<file path="src/sv/rtml_pkg.sv">
// Shared types and constants of the rich text markup lexer.
// No dependencies; the lexer RTL and the testbench import this package.
`timescale 1ns / 1ps

package rtml_pkg;

  // Lexer modes
  typedef enum logic [2:0] {
    MODE_NORMAL  = 3'd0,
    MODE_ESCAPE  = 3'd1,
    MODE_SLASH   = 3'd2,
    MODE_COMMENT = 3'd3,
    MODE_TAGS    = 3'd4,
    MODE_NAME    = 3'd5,
    MODE_TITLE   = 3'd6
  } rtml_mode_e;

  // Result kinds
  localparam logic [1:0] KIND_TEXT  = 2'd0;
  localparam logic [1:0] KIND_SEP   = 2'd1;
  localparam logic [1:0] KIND_NAME  = 2'd2;
  localparam logic [1:0] KIND_TITLE = 2'd3;

  // Style bit positions
  localparam int unsigned ST_BOLD   = 0;
  localparam int unsigned ST_ITALIC = 1;
  localparam int unsigned ST_UNDER  = 2;
  localparam int unsigned ST_STRIKE = 3;
  localparam int unsigned ST_SUB    = 4;
  localparam int unsigned ST_SUPER  = 5;

  // Characters with a markup meaning
  localparam logic [7:0] CH_NL     = 8'h0A;
  localparam logic [7:0] CH_SPACE  = 8'h20;
  localparam logic [7:0] CH_HASH   = 8'h23;
  localparam logic [7:0] CH_STAR   = 8'h2A;
  localparam logic [7:0] CH_SLASH  = 8'h2F;
  localparam logic [7:0] CH_BSLASH = 8'h5C;
  localparam logic [7:0] CH_CARET  = 8'h5E;
  localparam logic [7:0] CH_US     = 8'h5F;
  localparam logic [7:0] CH_LBRACE = 8'h7B;
  localparam logic [7:0] CH_RBRACE = 8'h7D;
  localparam logic [7:0] CH_TILDE  = 8'h7E;

  // Default depth of the result queue
  localparam int unsigned RQ_DEPTH = 4;

  typedef struct packed {
    logic [7:0] out_char;
    logic [1:0] kind;
    logic       new_block;
    logic [5:0] style;
    logic [1:0] separator_level;
    logic       last;
  } rtml_res_t;

endpackage

</file>
<file path="src/sv/rtml_in_if.sv">
// Input channel of the markup lexer: one text byte per beat.
// Standalone; no package needed.
`timescale 1ns / 1ps

interface rtml_in_if;
  logic       valid;
  logic       ready;
  logic [7:0] in_char;

  modport source (output valid, output in_char, input ready);
  modport sink   (input valid, input in_char, output ready);
endinterface

</file>
<file path="src/sv/rtml_out_if.sv">
// Output channel of the markup lexer: one styled result per beat.
// Standalone; no package needed.
`timescale 1ns / 1ps

interface rtml_out_if;
  logic       valid;
  logic       ready;
  logic [7:0] out_char;
  logic [1:0] kind;
  logic       new_block;
  logic [5:0] style;
  logic [1:0] separator_level;
  logic       last;

  modport source (output valid, output out_char, output kind, output new_block,
                  output style, output separator_level, output last, input ready);
  modport sink   (input valid, input out_char, input kind, input new_block,
                  input style, input separator_level, input last, output ready);
endinterface

</file>
<file path="src/sv/rich_text_markup_lexer.sv">
// Top level of the rich text markup lexer: input stage, decode core, result queue.
// Depends on rtml_pkg, rtml_in_if, rtml_out_if, rtml_core and rtml_rq.
//
//  port    dir   beat payload
//  in_i    sink  in_char, one document byte
//  out_o   src   out_char, kind, new_block, style, separator_level, last
//
// A byte is registered on accept and decoded, once the queue has room, into zero, one or
// two results that enter a small result queue; one byte per cycle is taken while
// the queue has room. A byte that yields two results (separator or space plus char)
// puts the output side behind the input, absorbed by the queue until it nears full.
// Reset: normal mode, all runs and style zero, a new block pending.
// Output stalls hold the queue head; the input stalls only when the queue
// cannot take two more results.
`timescale 1ns / 1ps

module rich_text_markup_lexer #(
  parameter int unsigned Depth = rtml_pkg::RQ_DEPTH
) (
  input  logic              clk_i,
  input  logic              rst_ni,
  rtml_in_if.sink           in_i,
  rtml_out_if.source        out_o
);
  import rtml_pkg::*;

  logic       stg_vld_q, stg_vld_d;
  logic [7:0] stg_char_q;
  logic       fire, room;
  logic [1:0] push_n;
  rtml_res_t  res0, res1, head;

  assign fire       = stg_vld_q && room;
  assign in_i.ready = !stg_vld_q || fire;

  always_comb begin
    stg_vld_d = stg_vld_q;
    if (in_i.valid && in_i.ready) stg_vld_d = 1'b1;
    else if (fire) stg_vld_d = 1'b0;
  end

  always_ff @(posedge clk_i or negedge rst_ni) begin
    if (!rst_ni) stg_vld_q <= 1'b0;
    else stg_vld_q <= stg_vld_d;
  end

  always_ff @(posedge clk_i) begin
    if (in_i.valid && in_i.ready) stg_char_q <= in_i.in_char;
  end

  rtml_core u_core (
    .clk_i    (clk_i),
    .rst_ni   (rst_ni),
    .fire_i   (fire),
    .char_i   (stg_char_q),
    .push_n_o (push_n),
    .res0_o   (res0),
    .res1_o   (res1)
  );

  rtml_rq #(.Depth(Depth)) u_rq (
    .clk_i    (clk_i),
    .rst_ni   (rst_ni),
    .push_n_i (fire ? push_n : 2'd0),
    .res0_i   (res0),
    .res1_i   (res1),
    .pop_i    (out_o.valid && out_o.ready),
    .room_o   (room),
    .valid_o  (out_o.valid),
    .head_o   (head)
  );

  assign out_o.out_char        = head.out_char;
  assign out_o.kind            = head.kind;
  assign out_o.new_block       = head.new_block;
  assign out_o.style           = head.style;
  assign out_o.separator_level = head.separator_level;
  assign out_o.last            = head.last;

endmodule

</file>
<file path="src/sv/rtml_core.sv">
// Lexer state and per-byte decode: up to two results per byte.
// Depends on rtml_pkg.
`timescale 1ns / 1ps

module rtml_core (
  input  logic               clk_i,
  input  logic               rst_ni,
  input  logic               fire_i,
  input  logic [7:0]         char_i,
  output logic [1:0]         push_n_o,
  output rtml_pkg::rtml_res_t res0_o,
  output rtml_pkg::rtml_res_t res1_o
);
  import rtml_pkg::*;

  rtml_mode_e mode_q, mode_d;
  logic [3:0] nl_q, nl_d;
  logic [1:0] star_q, star_d, us_q, us_d, tilde_q, tilde_d;
  logic       caret_q, caret_d;
  logic [5:0] style_q, style_d;
  logic       bp_q, bp_d;

  always_ff @(posedge clk_i or negedge rst_ni) begin
    if (!rst_ni) begin
      mode_q  <= MODE_NORMAL;
      nl_q    <= 4'd0;
      star_q  <= 2'd0;
      us_q    <= 2'd0;
      tilde_q <= 2'd0;
      caret_q <= 1'b0;
      style_q <= 6'd0;
      bp_q    <= 1'b1;
    end else if (fire_i) begin
      mode_q  <= mode_d;
      nl_q    <= nl_d;
      star_q  <= star_d;
      us_q    <= us_d;
      tilde_q <= tilde_d;
      caret_q <= caret_d;
      style_q <= style_d;
      bp_q    <= bp_d;
    end
  end

  always_comb begin
    logic       do_normal;
    logic       nb;
    logic       pre_vld;
    rtml_res_t  pre;
    mode_d    = mode_q;
    nl_d      = nl_q;
    star_d    = star_q;
    us_d      = us_q;
    tilde_d   = tilde_q;
    caret_d   = caret_q;
    style_d   = style_q;
    bp_d      = bp_q;
    push_n_o  = 2'd0;
    res0_o    = '0;
    res1_o    = '0;
    do_normal = 1'b0;
    nb        = 1'b0;
    pre_vld   = 1'b0;
    pre       = '0;

    unique case (mode_q)
      MODE_ESCAPE: begin
        mode_d   = MODE_NORMAL;
        res0_o   = '{out_char: char_i, kind: KIND_TEXT, new_block: 1'b0,
                     style: style_q, separator_level: 2'd0, last: 1'b1};
        push_n_o = 2'd1;
      end
      MODE_SLASH: begin
        mode_d = MODE_NORMAL;
        if (char_i == CH_SLASH) begin
          if (nl_q != 4'd0) nl_d = nl_q - 4'd1;
          mode_d = MODE_COMMENT;
        end else begin
          do_normal = 1'b1;
        end
      end
      MODE_COMMENT: begin
        if (char_i == CH_NL) mode_d = MODE_NORMAL;
      end
      MODE_TAGS: begin
        if (char_i == CH_LBRACE) mode_d = MODE_NAME;
      end
      MODE_NAME, MODE_TITLE: begin
        if (char_i == CH_RBRACE) begin
          if (mode_q == MODE_NAME) begin
            mode_d = MODE_TITLE;
          end else begin
            mode_d = MODE_NORMAL;
            bp_d   = 1'b1;
          end
        end else begin
          res0_o   = '{out_char: char_i,
                       kind: (mode_q == MODE_NAME) ? KIND_NAME : KIND_TITLE,
                       new_block: bp_q, style: style_q, separator_level: 2'd0,
                       last: 1'b1};
          bp_d     = 1'b0;
          push_n_o = 2'd1;
        end
      end
      default: begin
        mode_d    = MODE_NORMAL;
        do_normal = 1'b1;
      end
    endcase

    if (do_normal) begin
      unique case (char_i)
        CH_NL: begin
          if (nl_q != 4'd15) nl_d = nl_q + 4'd1;
          if (nl_d > 4'd1) bp_d = 1'b1;
        end
        CH_STAR: begin
          star_d = (star_q == 2'd3) ? 2'd3 : star_q + 2'd1;
          bp_d   = 1'b1;
        end
        CH_US: begin
          us_d = (us_q == 2'd3) ? 2'd3 : us_q + 2'd1;
          bp_d = 1'b1;
        end
        CH_TILDE: begin
          tilde_d = (tilde_q == 2'd3) ? 2'd3 : tilde_q + 2'd1;
          bp_d    = 1'b1;
        end
        CH_CARET: begin
          caret_d = 1'b1;
          bp_d    = 1'b1;
        end
        CH_LBRACE: begin
          mode_d = MODE_TAGS;
          bp_d   = 1'b1;
        end
        CH_BSLASH: mode_d = MODE_ESCAPE;
        CH_SLASH: begin
          if (nl_q != 4'd0) mode_d = MODE_SLASH;
        end
        CH_HASH: begin
          if (nl_q != 4'd0) begin
            nl_d   = nl_q - 4'd1;
            mode_d = MODE_COMMENT;
          end
        end
        default: begin
          if (bp_q) begin
            // separator ahead of the block when two or more newlines ran
            if (nl_q > 4'd1) begin
              pre_vld = 1'b1;
              pre     = '{out_char: 8'd0, kind: KIND_SEP, new_block: 1'b1,
                          style: 6'd0,
                          separator_level: (nl_q >= 4'd4) ? 2'd3 : nl_q[1:0] - 2'd1,
                          last: 1'b0};
              nl_d    = 4'd0;
            end
            if (star_q == 2'd1) begin
              style_d[ST_BOLD] = ~style_d[ST_BOLD];
            end else if (star_q >= 2'd2) begin
              if (style_d[ST_BOLD] && style_d[ST_ITALIC]) begin
                style_d[ST_BOLD]   = 1'b0;
                style_d[ST_ITALIC] = 1'b0;
              end else begin
                style_d[ST_BOLD]   = 1'b1;
                style_d[ST_ITALIC] = 1'b1;
              end
            end
            if (us_q == 2'd1) style_d[ST_ITALIC] = ~style_d[ST_ITALIC];
            else if (us_q >= 2'd2) style_d[ST_UNDER] = ~style_d[ST_UNDER];
            if (tilde_q == 2'd1) style_d[ST_SUB] = ~style_d[ST_SUB];
            else if (tilde_q >= 2'd2) style_d[ST_STRIKE] = ~style_d[ST_STRIKE];
            if (caret_q) style_d[ST_SUPER] = ~style_d[ST_SUPER];
            star_d  = 2'd0;
            us_d    = 2'd0;
            tilde_d = 2'd0;
            caret_d = 1'b0;
            bp_d    = 1'b0;
            nb      = 1'b1;
          end
          // single newline turns into a space ahead of the character
          if (nl_d == 4'd1) begin
            nl_d    = 4'd0;
            pre_vld = 1'b1;
            pre     = '{out_char: CH_SPACE, kind: KIND_TEXT, new_block: nb,
                        style: style_d, separator_level: 2'd0, last: 1'b0};
            nb      = 1'b0;
          end
          if (pre_vld) begin
            res0_o   = pre;
            res1_o   = '{out_char: char_i, kind: KIND_TEXT, new_block: nb,
                         style: style_d, separator_level: 2'd0, last: 1'b1};
            push_n_o = 2'd2;
          end else begin
            res0_o   = '{out_char: char_i, kind: KIND_TEXT, new_block: nb,
                         style: style_d, separator_level: 2'd0, last: 1'b1};
            push_n_o = 2'd1;
          end
        end
      endcase
    end
  end

endmodule

</file>
<file path="src/sv/rtml_rq.sv">
// Result queue: takes zero, one or two results a cycle, hands out one when popped.
// Depends on rtml_pkg for the result type.
`timescale 1ns / 1ps

module rtml_rq #(
  parameter int unsigned Depth = rtml_pkg::RQ_DEPTH
) (
  input  logic                clk_i,
  input  logic                rst_ni,
  input  logic [1:0]          push_n_i,
  input  rtml_pkg::rtml_res_t res0_i,
  input  rtml_pkg::rtml_res_t res1_i,
  input  logic                pop_i,
  output logic                room_o,
  output logic                valid_o,
  output rtml_pkg::rtml_res_t head_o
);
  import rtml_pkg::*;

  localparam int unsigned PtrW = $clog2(Depth);
  localparam int unsigned CntW = $clog2(Depth + 1);
  localparam logic [PtrW-1:0] LastIdx = PtrW'(Depth - 1);
  localparam logic [CntW-1:0] RoomMax = CntW'(Depth - 2);

  rtml_res_t       mem_q [Depth];
  logic [PtrW-1:0] wp_q, wp_d, rp_q, rp_d, wp1;
  logic [CntW-1:0] cnt_q, cnt_d;

  assign wp1     = (wp_q == LastIdx) ? '0 : wp_q + PtrW'(1);
  assign room_o  = (cnt_q <= RoomMax);
  assign valid_o = (cnt_q != '0);
  assign head_o  = mem_q[rp_q];

  always_comb begin
    wp_d  = wp_q;
    rp_d  = rp_q;
    cnt_d = cnt_q + CntW'(push_n_i) - CntW'(pop_i);
    if (push_n_i == 2'd1) wp_d = wp1;
    else if (push_n_i == 2'd2) wp_d = (wp1 == LastIdx) ? '0 : wp1 + PtrW'(1);
    if (pop_i) rp_d = (rp_q == LastIdx) ? '0 : rp_q + PtrW'(1);
  end

  always_ff @(posedge clk_i or negedge rst_ni) begin
    if (!rst_ni) begin
      wp_q  <= '0;
      rp_q  <= '0;
      cnt_q <= '0;
    end else begin
      wp_q  <= wp_d;
      rp_q  <= rp_d;
      cnt_q <= cnt_d;
    end
  end

  always_ff @(posedge clk_i) begin
    for (int unsigned i = 0; i < Depth; i++) begin
      if (push_n_i != 2'd0 && wp_q == PtrW'(i)) mem_q[i] <= res0_i;
      if (push_n_i == 2'd2 && wp1 == PtrW'(i)) mem_q[i] <= res1_i;
    end
  end

  a_push_room: assert property (@(posedge clk_i) disable iff (!rst_ni)
    push_n_i != 2'd0 |-> room_o)
    else $error("result push without room");

  a_cnt_bound: assert property (@(posedge clk_i) disable iff (!rst_ni)
    cnt_q <= CntW'(Depth))
    else $error("result queue overfilled");

  a_pop_only: assert property (@(posedge clk_i) disable iff (!rst_ni)
    (push_n_i == 2'd0 && pop_i) |=> cnt_q == $past(cnt_q) - CntW'(1))
    else $error("result queue count lost a pop");

endmodule

</file>
<file path="src/flat_wrapper.sv">
// flat-port wrapper written by rule: the top's interface ports become plain ports
module rich_text_markup_lexer_flat import rtml_pkg::*;
#(
  parameter int unsigned Depth = rtml_pkg::RQ_DEPTH
)
  (clk_i, rst_ni, in_i_valid, in_i_in_char, in_i_ready, out_o_valid, out_o_out_char, out_o_kind, out_o_new_block, out_o_style, out_o_separator_level, out_o_last, out_o_ready);
  rtml_in_if in_i_i ();
  rtml_out_if out_o_i ();
  input  logic clk_i;
  input  logic rst_ni;
  input wire logic [$bits(in_i_i.valid)-1:0] in_i_valid;
  input wire logic [$bits(in_i_i.in_char)-1:0] in_i_in_char;
  output wire logic [$bits(in_i_i.ready)-1:0] in_i_ready;
  output wire logic [$bits(out_o_i.valid)-1:0] out_o_valid;
  output wire logic [$bits(out_o_i.out_char)-1:0] out_o_out_char;
  output wire logic [$bits(out_o_i.kind)-1:0] out_o_kind;
  output wire logic [$bits(out_o_i.new_block)-1:0] out_o_new_block;
  output wire logic [$bits(out_o_i.style)-1:0] out_o_style;
  output wire logic [$bits(out_o_i.separator_level)-1:0] out_o_separator_level;
  output wire logic [$bits(out_o_i.last)-1:0] out_o_last;
  input wire logic [$bits(out_o_i.ready)-1:0] out_o_ready;
  assign in_i_i.valid = in_i_valid;
  assign in_i_i.in_char = in_i_in_char;
  assign in_i_ready = in_i_i.ready;
  assign out_o_valid = out_o_i.valid;
  assign out_o_out_char = out_o_i.out_char;
  assign out_o_kind = out_o_i.kind;
  assign out_o_new_block = out_o_i.new_block;
  assign out_o_style = out_o_i.style;
  assign out_o_separator_level = out_o_i.separator_level;
  assign out_o_last = out_o_i.last;
  assign out_o_i.ready = out_o_ready;
  rich_text_markup_lexer #(.Depth(Depth)) u_core (.clk_i(clk_i), .rst_ni(rst_ni), .in_i(in_i_i), .out_o(out_o_i));
endmodule
</file>
<file path="config.mk">
export PLATFORM = sky130hd
export DESIGN_NAME = rich_text_markup_lexer_flat
export DESIGN_NICKNAME = d
export VERILOG_FILES = /design/src/sv/rtml_pkg.sv /design/src/sv/rtml_in_if.sv /design/src/sv/rtml_out_if.sv /design/src/sv/rich_text_markup_lexer.sv /design/src/sv/rtml_core.sv /design/src/sv/rtml_rq.sv /design/src/flat_wrapper.sv
export SDC_FILE = /design/constraint.sdc
export NUM_CORES = 1
export LEC_CHECK = 0
export BUFFER_PORTS_ARGS = -buffer_cell sky130_fd_sc_hd__buf_2
export CAP_MARGIN = 20
export CORE_MARGIN = 4
export CORE_UTILIZATION = 45
export CTS_BUF_LIST = sky130_fd_sc_hd__clkbuf_2 sky130_fd_sc_hd__clkbuf_4 sky130_fd_sc_hd__clkbuf_8
export DETAILED_ROUTE_END_ITERATION = 10
export GPL_TIMING_DRIVEN = 0
export PLACE_DENSITY_LB_ADDON = 0.08
export SLEW_MARGIN = 5
export SYNTH_ARGS = -nofsm -noshare
export SYNTH_HDL_FRONTEND = slang
export SYNTH_HIERARCHICAL = 1
export SYNTH_SLANG_ARGS = --single-unit
</file>
<file path="constraint.sdc">
create_clock -name clk_i -period 5.35 [get_ports clk_i]
set_clock_uncertainty 0.15 [all_clocks]
set_input_delay 0.2675 -clock clk_i [delete_from_list [all_inputs] [get_ports clk_i]]
set_output_delay 0.2675 -clock clk_i [all_outputs]
set_load 0.01 [all_outputs]
</file>
After elaboration in Yosys (flattened, before gate mapping)
Memories as Yosys holds them, arrays and structs flattened.
Cells that the tools add are included.
{"block": "op_classes", "n_reduce_logical": 42, "muxes": 116, "addsub": 11, "magnitude_cmp": 7, "bitwise": 15, "n_eq_ne": 33}
{"operator": "$mux 20", "count": 14}
{"operator": "$mux 4", "count": 13}
{"operator": "$mux 1", "count": 49}
{"operator": "$eq 8x7->1 const B", "count": 6}
{"operator": "$pmux 20 s2", "count": 1}
{"operator": "$reduce_or 20->1", "count": 2}
{"operator": "$mux 2", "count": 19}
{"operator": "$reduce_or 8->1", "count": 4}
{"operator": "$eq 8x6->1 const B", "count": 3}
{"operator": "$pmux 3 s4", "count": 2}
{"operator": "$mux 11", "count": 2}
{"operator": "$mux 3", "count": 7}
{"operator": "$eq 2x2->1 const B", "count": 9}
{"operator": "$reduce_and 4->1", "count": 4}
{"operator": "$reduce_bool 2->1", "count": 7}
{"operator": "$add 2x1->2 const B", "count": 6}
{"operator": "$eq 2x1->1 const B", "count": 6}
{"operator": "$logic_and 1x1->1", "count": 12}
{"operator": "$pmux 2 s2", "count": 3}
{"operator": "$pmux 4 s3", "count": 1}
{"operator": "$not 1->1", "count": 11}
{"operator": "$reduce_or 5->1", "count": 2}
{"operator": "$eq 3x3->1 const B", "count": 3}
{"operator": "$reduce_or 9->1", "count": 1}
{"operator": "other kinds (27)", "count": 37}
{"block": "word_totals", "input_bits": 12, "out_inout_bits": 22, "n_memories": 1, "mem_bits_rw": 80, "regBits": 37}
{"memory": "u_core.u_rq.mem_q", "depth": 4, "word_bits": 20, "rd": 1, "rd_ports_with_merged_regs": 0, "write_ports": 2, "line_no": "rtml_rq.sv:25", "rtl": "rtml_res_t mem_q [Depth];"}

Longest topological paths before layout
{"block": "logic_depth", "depth_word": 23, "depth_mapped": 16, "depth_no_buf": 14}

Cells and area by module
Netlist, hierarchy kept.
{"module": "rtml_rq", "area_each_um2": 4359.2, "instances": 1, "cells_each": 247, "seq_area_each_um2": 2577.5}
{"module": "rtml_core", "area_each_um2": 2483.6, "instances": 1, "cells_each": 348, "seq_area_each_um2": 526.8}
{"module": "rich_text_markup_lexer", "area_each_um2": 319.1, "instances": 1, "cells_each": 16, "seq_area_each_um2": 265.3}

Worst setup path after synthesis
Ideal clock, no wire load.
{"block": "synth_timing", "path_kind": "register to register", "startpoint": "reg u_core.u_core.nl_q[0]", "endpoint": "mem u_core/u_rq/mem_q[1][0] (netlist name) (enable)", "path_stages_with_launch": 15, "synth_period_minus_slack_ps": 4903, "arrival_ps": 4328, "t_required_ps": 4775, "setup_time_ps": 425, "setup_slack_ps": 447, "path_cell_list": "dfrtp_1 > clkbuf_1 > inv_1 > ha_1 > or4b_2 > a21oi_1 > o2111ai_1 > nand3_1 > o211ai_1 > buf_2 > inv_1 > and3_1 > inv_1 > ha_1 > o21ai_0"}
{"item": "start, declared", "line_no": "rtml_core.sv:17", "rtl": "logic [3:0] nl_q, nl_d;"}
{"item": "start signal, assigned", "line_no": "rtml_core.sv:35", "rtl": "nl_q <= nl_d;"}
{"item": "end, declared", "line_no": "rtml_rq.sv:25"}

==> run_results.csv <==
group,metric,value,unit
sta,fin_tns_setup,0,ns
worst_setup_path,cp_slowest_cell,"or4_4",
finish,design_area,8208,sq um
sta,period_minus_slack,4.964,ns
worst_setup_path,startpoint,"u_core/u_core/nl_q[0]",
worst_setup_path,worstReg2RegStart,"u_core/u_core/nl_q[0]",
min_path,hold_path.class,"input port to asynchronous set/reset pin",
route,wl,17940,um
global_routing,grt_pass1_wl,28870,um
yosys,async_flop_share,24.79,%
worst_setup_path,cp.arrival,4.88,ns
worst_setup_path,worstSetupEndpointType,"flop",
yosys,netlist-cell-type-count,75,
run_status,status,"completed",
finish,insertedDiodeCount,0,
route,ant_nets,0,
pwr,ir_drop,0.0002502,V
worst_setup_path,slowest_delay,0.53,ns
worst_setup_path,worstPathRequired,5.27,ns
sta,final_max_slew_viol_count,0,
global_routing,grt_max_degree,30,
yosys,synth_area,7162,sq um
route,met1_length,7987,um
placed_design,dp_hpwl,12260,um
route,num_vias,5166,
worst_setup_path,crit_buf_inv,6,
yosys,synth_top_cell_by_area,"edfxtp_1",
route,drcViolationCount,0,
yosys,synth.yosys.seq_area_share,47.05,%
yosys,syn-instance-count,611,
placed_design,dpl-instance-area,7675,sq um
pwr,combPwrFrac,41.8,%
sta,max_freq,201.5,MHz
route,drtIter0Drc,558,
floorplan,dieArea,18000,sq um
route,viasPerCell,5.721,
yosys,yosysTopAreaCellShare,36.90,%
finish,nets,707,
pwr,p_seq_share,36.0,%
clocking,clkLatencyLatePin,0.45,ns
placed_design,portBuffers,33,
pwr,leakage,3.112,nW
worst_setup_path,path_delay_family,"buffers and inverters",
global_routing,grt_pass1_vias,5241,
route,routed.top_layer,"met4",
yosys,avgSynthCellArea,11.72,sq um
clocking,cts.repair.resized,0,
global_routing,antenna_found_initial,0,
pwr,clock_power_share,22.2,%
floorplan,io_pins,34,
clocking,cts_root_buf,"clkbuf_8",
yosys,ys_warn_count,6,
route,wl_met2,8781,um
clocking,cts_tree,"built",
sta,finalSetupViolations,0,
placed_design,pre_cts_ws,0.3125,ns
finish,drive_gt1_share,31.36,%
sta,max_slew_margin,27.15,%
global_routing,grt-ovfl-total,0,
placed_design,place_congestion,0.8765,
worst_setup_path,cp.depth,15,
clocking,clockBufferDepth,2,
worst_setup_path,crit_path_max_fanout,20,
floorplan,num_rows,45,
worst_setup_path,rr_worst_depth,15,
pwr,cellInternalPower,2.495,mW
clocking,cts.htree.levels,4,
global_routing,grt_util_all_layers,21.00,%
floorplan,design.core.area,15370,sq um
worst_setup_path,path_cells,"clkbuf_1 -> inv_1 -> ha_1 -> clkbuf_1 -> and2_1 -> or4_4 -> a221oi_4 -> o21ba_2 -> inv_1 -> and3_1 -> inv_1 -> ha_1 -> nand2_1 -> buf_2 -> o21ai_4",
yosys,synth_edf_count,88,
yosys,yosys-top-cells-area,"edfxtp_1, mux2_2, dfrtp_1",
worst_setup_path,crit_type,"flop to flop",
floorplan,die_h,134.2,um
route,wl_met3,832,um
floorplan,initial_core_util,46.59,%
sta,fin_crit_sh,92.78,%
pwr,p_switching,1.364,mW
sta,rsz0062_at_grt,"no",
floorplan,die_x,134.2,um
pwr,sw_frac_of_total,35.35,%
worst_setup_path,startpoint_type,"flop",
yosys,ys_ff_latch,117,
clocking,numCtsBuffers,17,
sta,finalWorstSetupSlack,0.3864,ns
sta,tightestPinTransition,1.083,ns
clocking,cts_sinks,117,
job,cap_violations,0,
clocking,path_clk_slew,0.07,ns
sta,hold_viol_final,0,
yosys,synthFlopType,"edfxtp_1",
route,first_pass_iters,5,
route,route.detailed.wl_per_inst,19.87,um
finish,syn_to_final_growth,14.61,%
worst_setup_path,cp_common_cell,"inv_1",
pwr,power_density,470.1,nW/um^2
## cell families after synthesis
kind of cell | synth area share (%)
DFF | 47.05
xor gates and xnor gates | 1.467
muxes | 20.14
other | 0.05236
and+or+nand+nor | 13.45
buffers and inverters | 5.189
AOI/OAI and AO/OA | 9.749
adders and majority gates | 2.900
## metal layers
metal  up-vias  track usage [%]
li1       2434                -
met1      2574            27.81
met2       132            34.36
met3        26            5.139
met4         0            6.391
met5         -                0
## synthesized netlist by cell type (3+ instances only)
master / number
and2_1: 7
o21ai_0: 30
or3_1: 3
inv_1: 34
buf_6: 6
ha_1: 15
xnor2_1: 6
nand3_1: 24
nor3_1: 7
o211ai_1: 9
or4_1: 3
nor2_1: 45
a31oi_1: 5
and4_1: 3
nand2b_1: 5
a21oi_1: 23
xor2_1: 6
o22ai_1: 5
buf_4: 7
o31ai_1: 3
clkbuf_1: 16
o31a_1: 3
nand2_1: 36
mux2_2: 85
dfrtp_1: 28
buf_2: 12
nor4_1: 4
nor4b_1: 3
mux4_2: 20
nor2b_1: 7
edfxtp_1: 88
nand4_1: 7
and3_1: 4
## layout make-up
class	count	area, sq um
timing repair buffer	46	307.8
fill	1366	7163
clock buffer	22	290.3
sequential	117	3369
multi-input combinational	421	3477
tap	211	264.0
inverter	34	127.6
buffer	42	244.0
clock inverter	10	127.6
## power by group through the flow
| stage | sequential, mW | combinational [mW] | clock (mW) |
|---|---|---|---|
| 2_1_floorplan | 1.38 | 1.14 | 0 |
| 3_3_place_gp | 1.41 | 1.55 | 0 |
| 3_5_place_dp | 1.41 | 1.61 | 0 |
| 4_1_cts | 1.39 | 1.63 | 0.879 |
| 5_1_grt | 1.41 | 1.79 | 0.923 |
| 6_report | 1.39 | 1.61 | 0.857 |
## registers in the layout, indices dropped and copies added (netlist names)
signal	flops
u_core/u_core/caret_q	1
u_core/u_core/mode_q	3
u_core/u_core/bp_q	1
u_core/u_rq/wp_q	2
u_core/u_core/nl_q	4
u_core/stg_char_q	8
u_core/u_rq/mem_q	80
u_core/u_core/star_q	2
u_core/u_core/tilde_q	2
u_core/stg_vld_q	1
u_core/u_core/us_q	2
u_core/u_rq/rp_q	2
u_core/u_rq/cnt_q	3
u_core/u_core/style_q	6
## cells in the final DEF, fill, tap and decap left out, types with 4 or more instances in the layout
master,count
nand2_1,36
o21ai_0,26
nand2b_1,5
a21oi_1,23
nor2b_1,7
and3_1,4
inv_1,34
nand3_1,24
mux2_2,85
ha_1,15
conb_1,4
xor2_1,6
nor2_1,45
o21ai_4,4
clkbuf_1,16
buf_2,45
edfxtp_1,88
and2_1,7
buf_4,9
o22ai_1,5
clkbuf_8,20
nor4_1,4
mux4_2,20
nor3_1,7
dfrtp_1,28
buf_6,6
o211ai_1,9
dlygate4sd3_1,10
a31oi_1,5
xnor2_1,6
nand4_1,7
## path summary, 6_finish.rpt
kind | slack, ns | end
max reg2reg | 0.39 | u_core/u_rq/mem_q[1][2]
min reg2reg | 0.36 | u_core/u_core/style_q[5]
min in group clk_i | 0.26 | u_core/u_rq/rp_q[1]
max | 0.39 | u_core/u_rq/mem_q[1][2]
min | 0.26 | u_core/u_core/nl_q[2]
max in group asynchronous | 4.31 | u_core/u_core/star_q[1]
## per-stage QoR
stage / power [mW] / utilization [%] / hold WS, ns / instances
floorplan: 2.517 / - / -0.1781 / 614
global placement: 2.960 / 49.46 / 0.2152 / 858
detailed placement: 3.021 / 49.93 / 0.2228 / 859
CTS: 3.898 / 53.30 / 0.2005 / 901
global route: 4.121 / 53.40 / 0.2282 / 903
finish: 3.859 / 53.40 / 0.2558 / 903
## what timing repair did
item,4_1_cts,5_1_grt
setup endpoints to repair,0,57
hold buffers,10,0
setup buffers,0,2
hold endpoints to repair,37,0
Power figures use the tool's default switching activity.
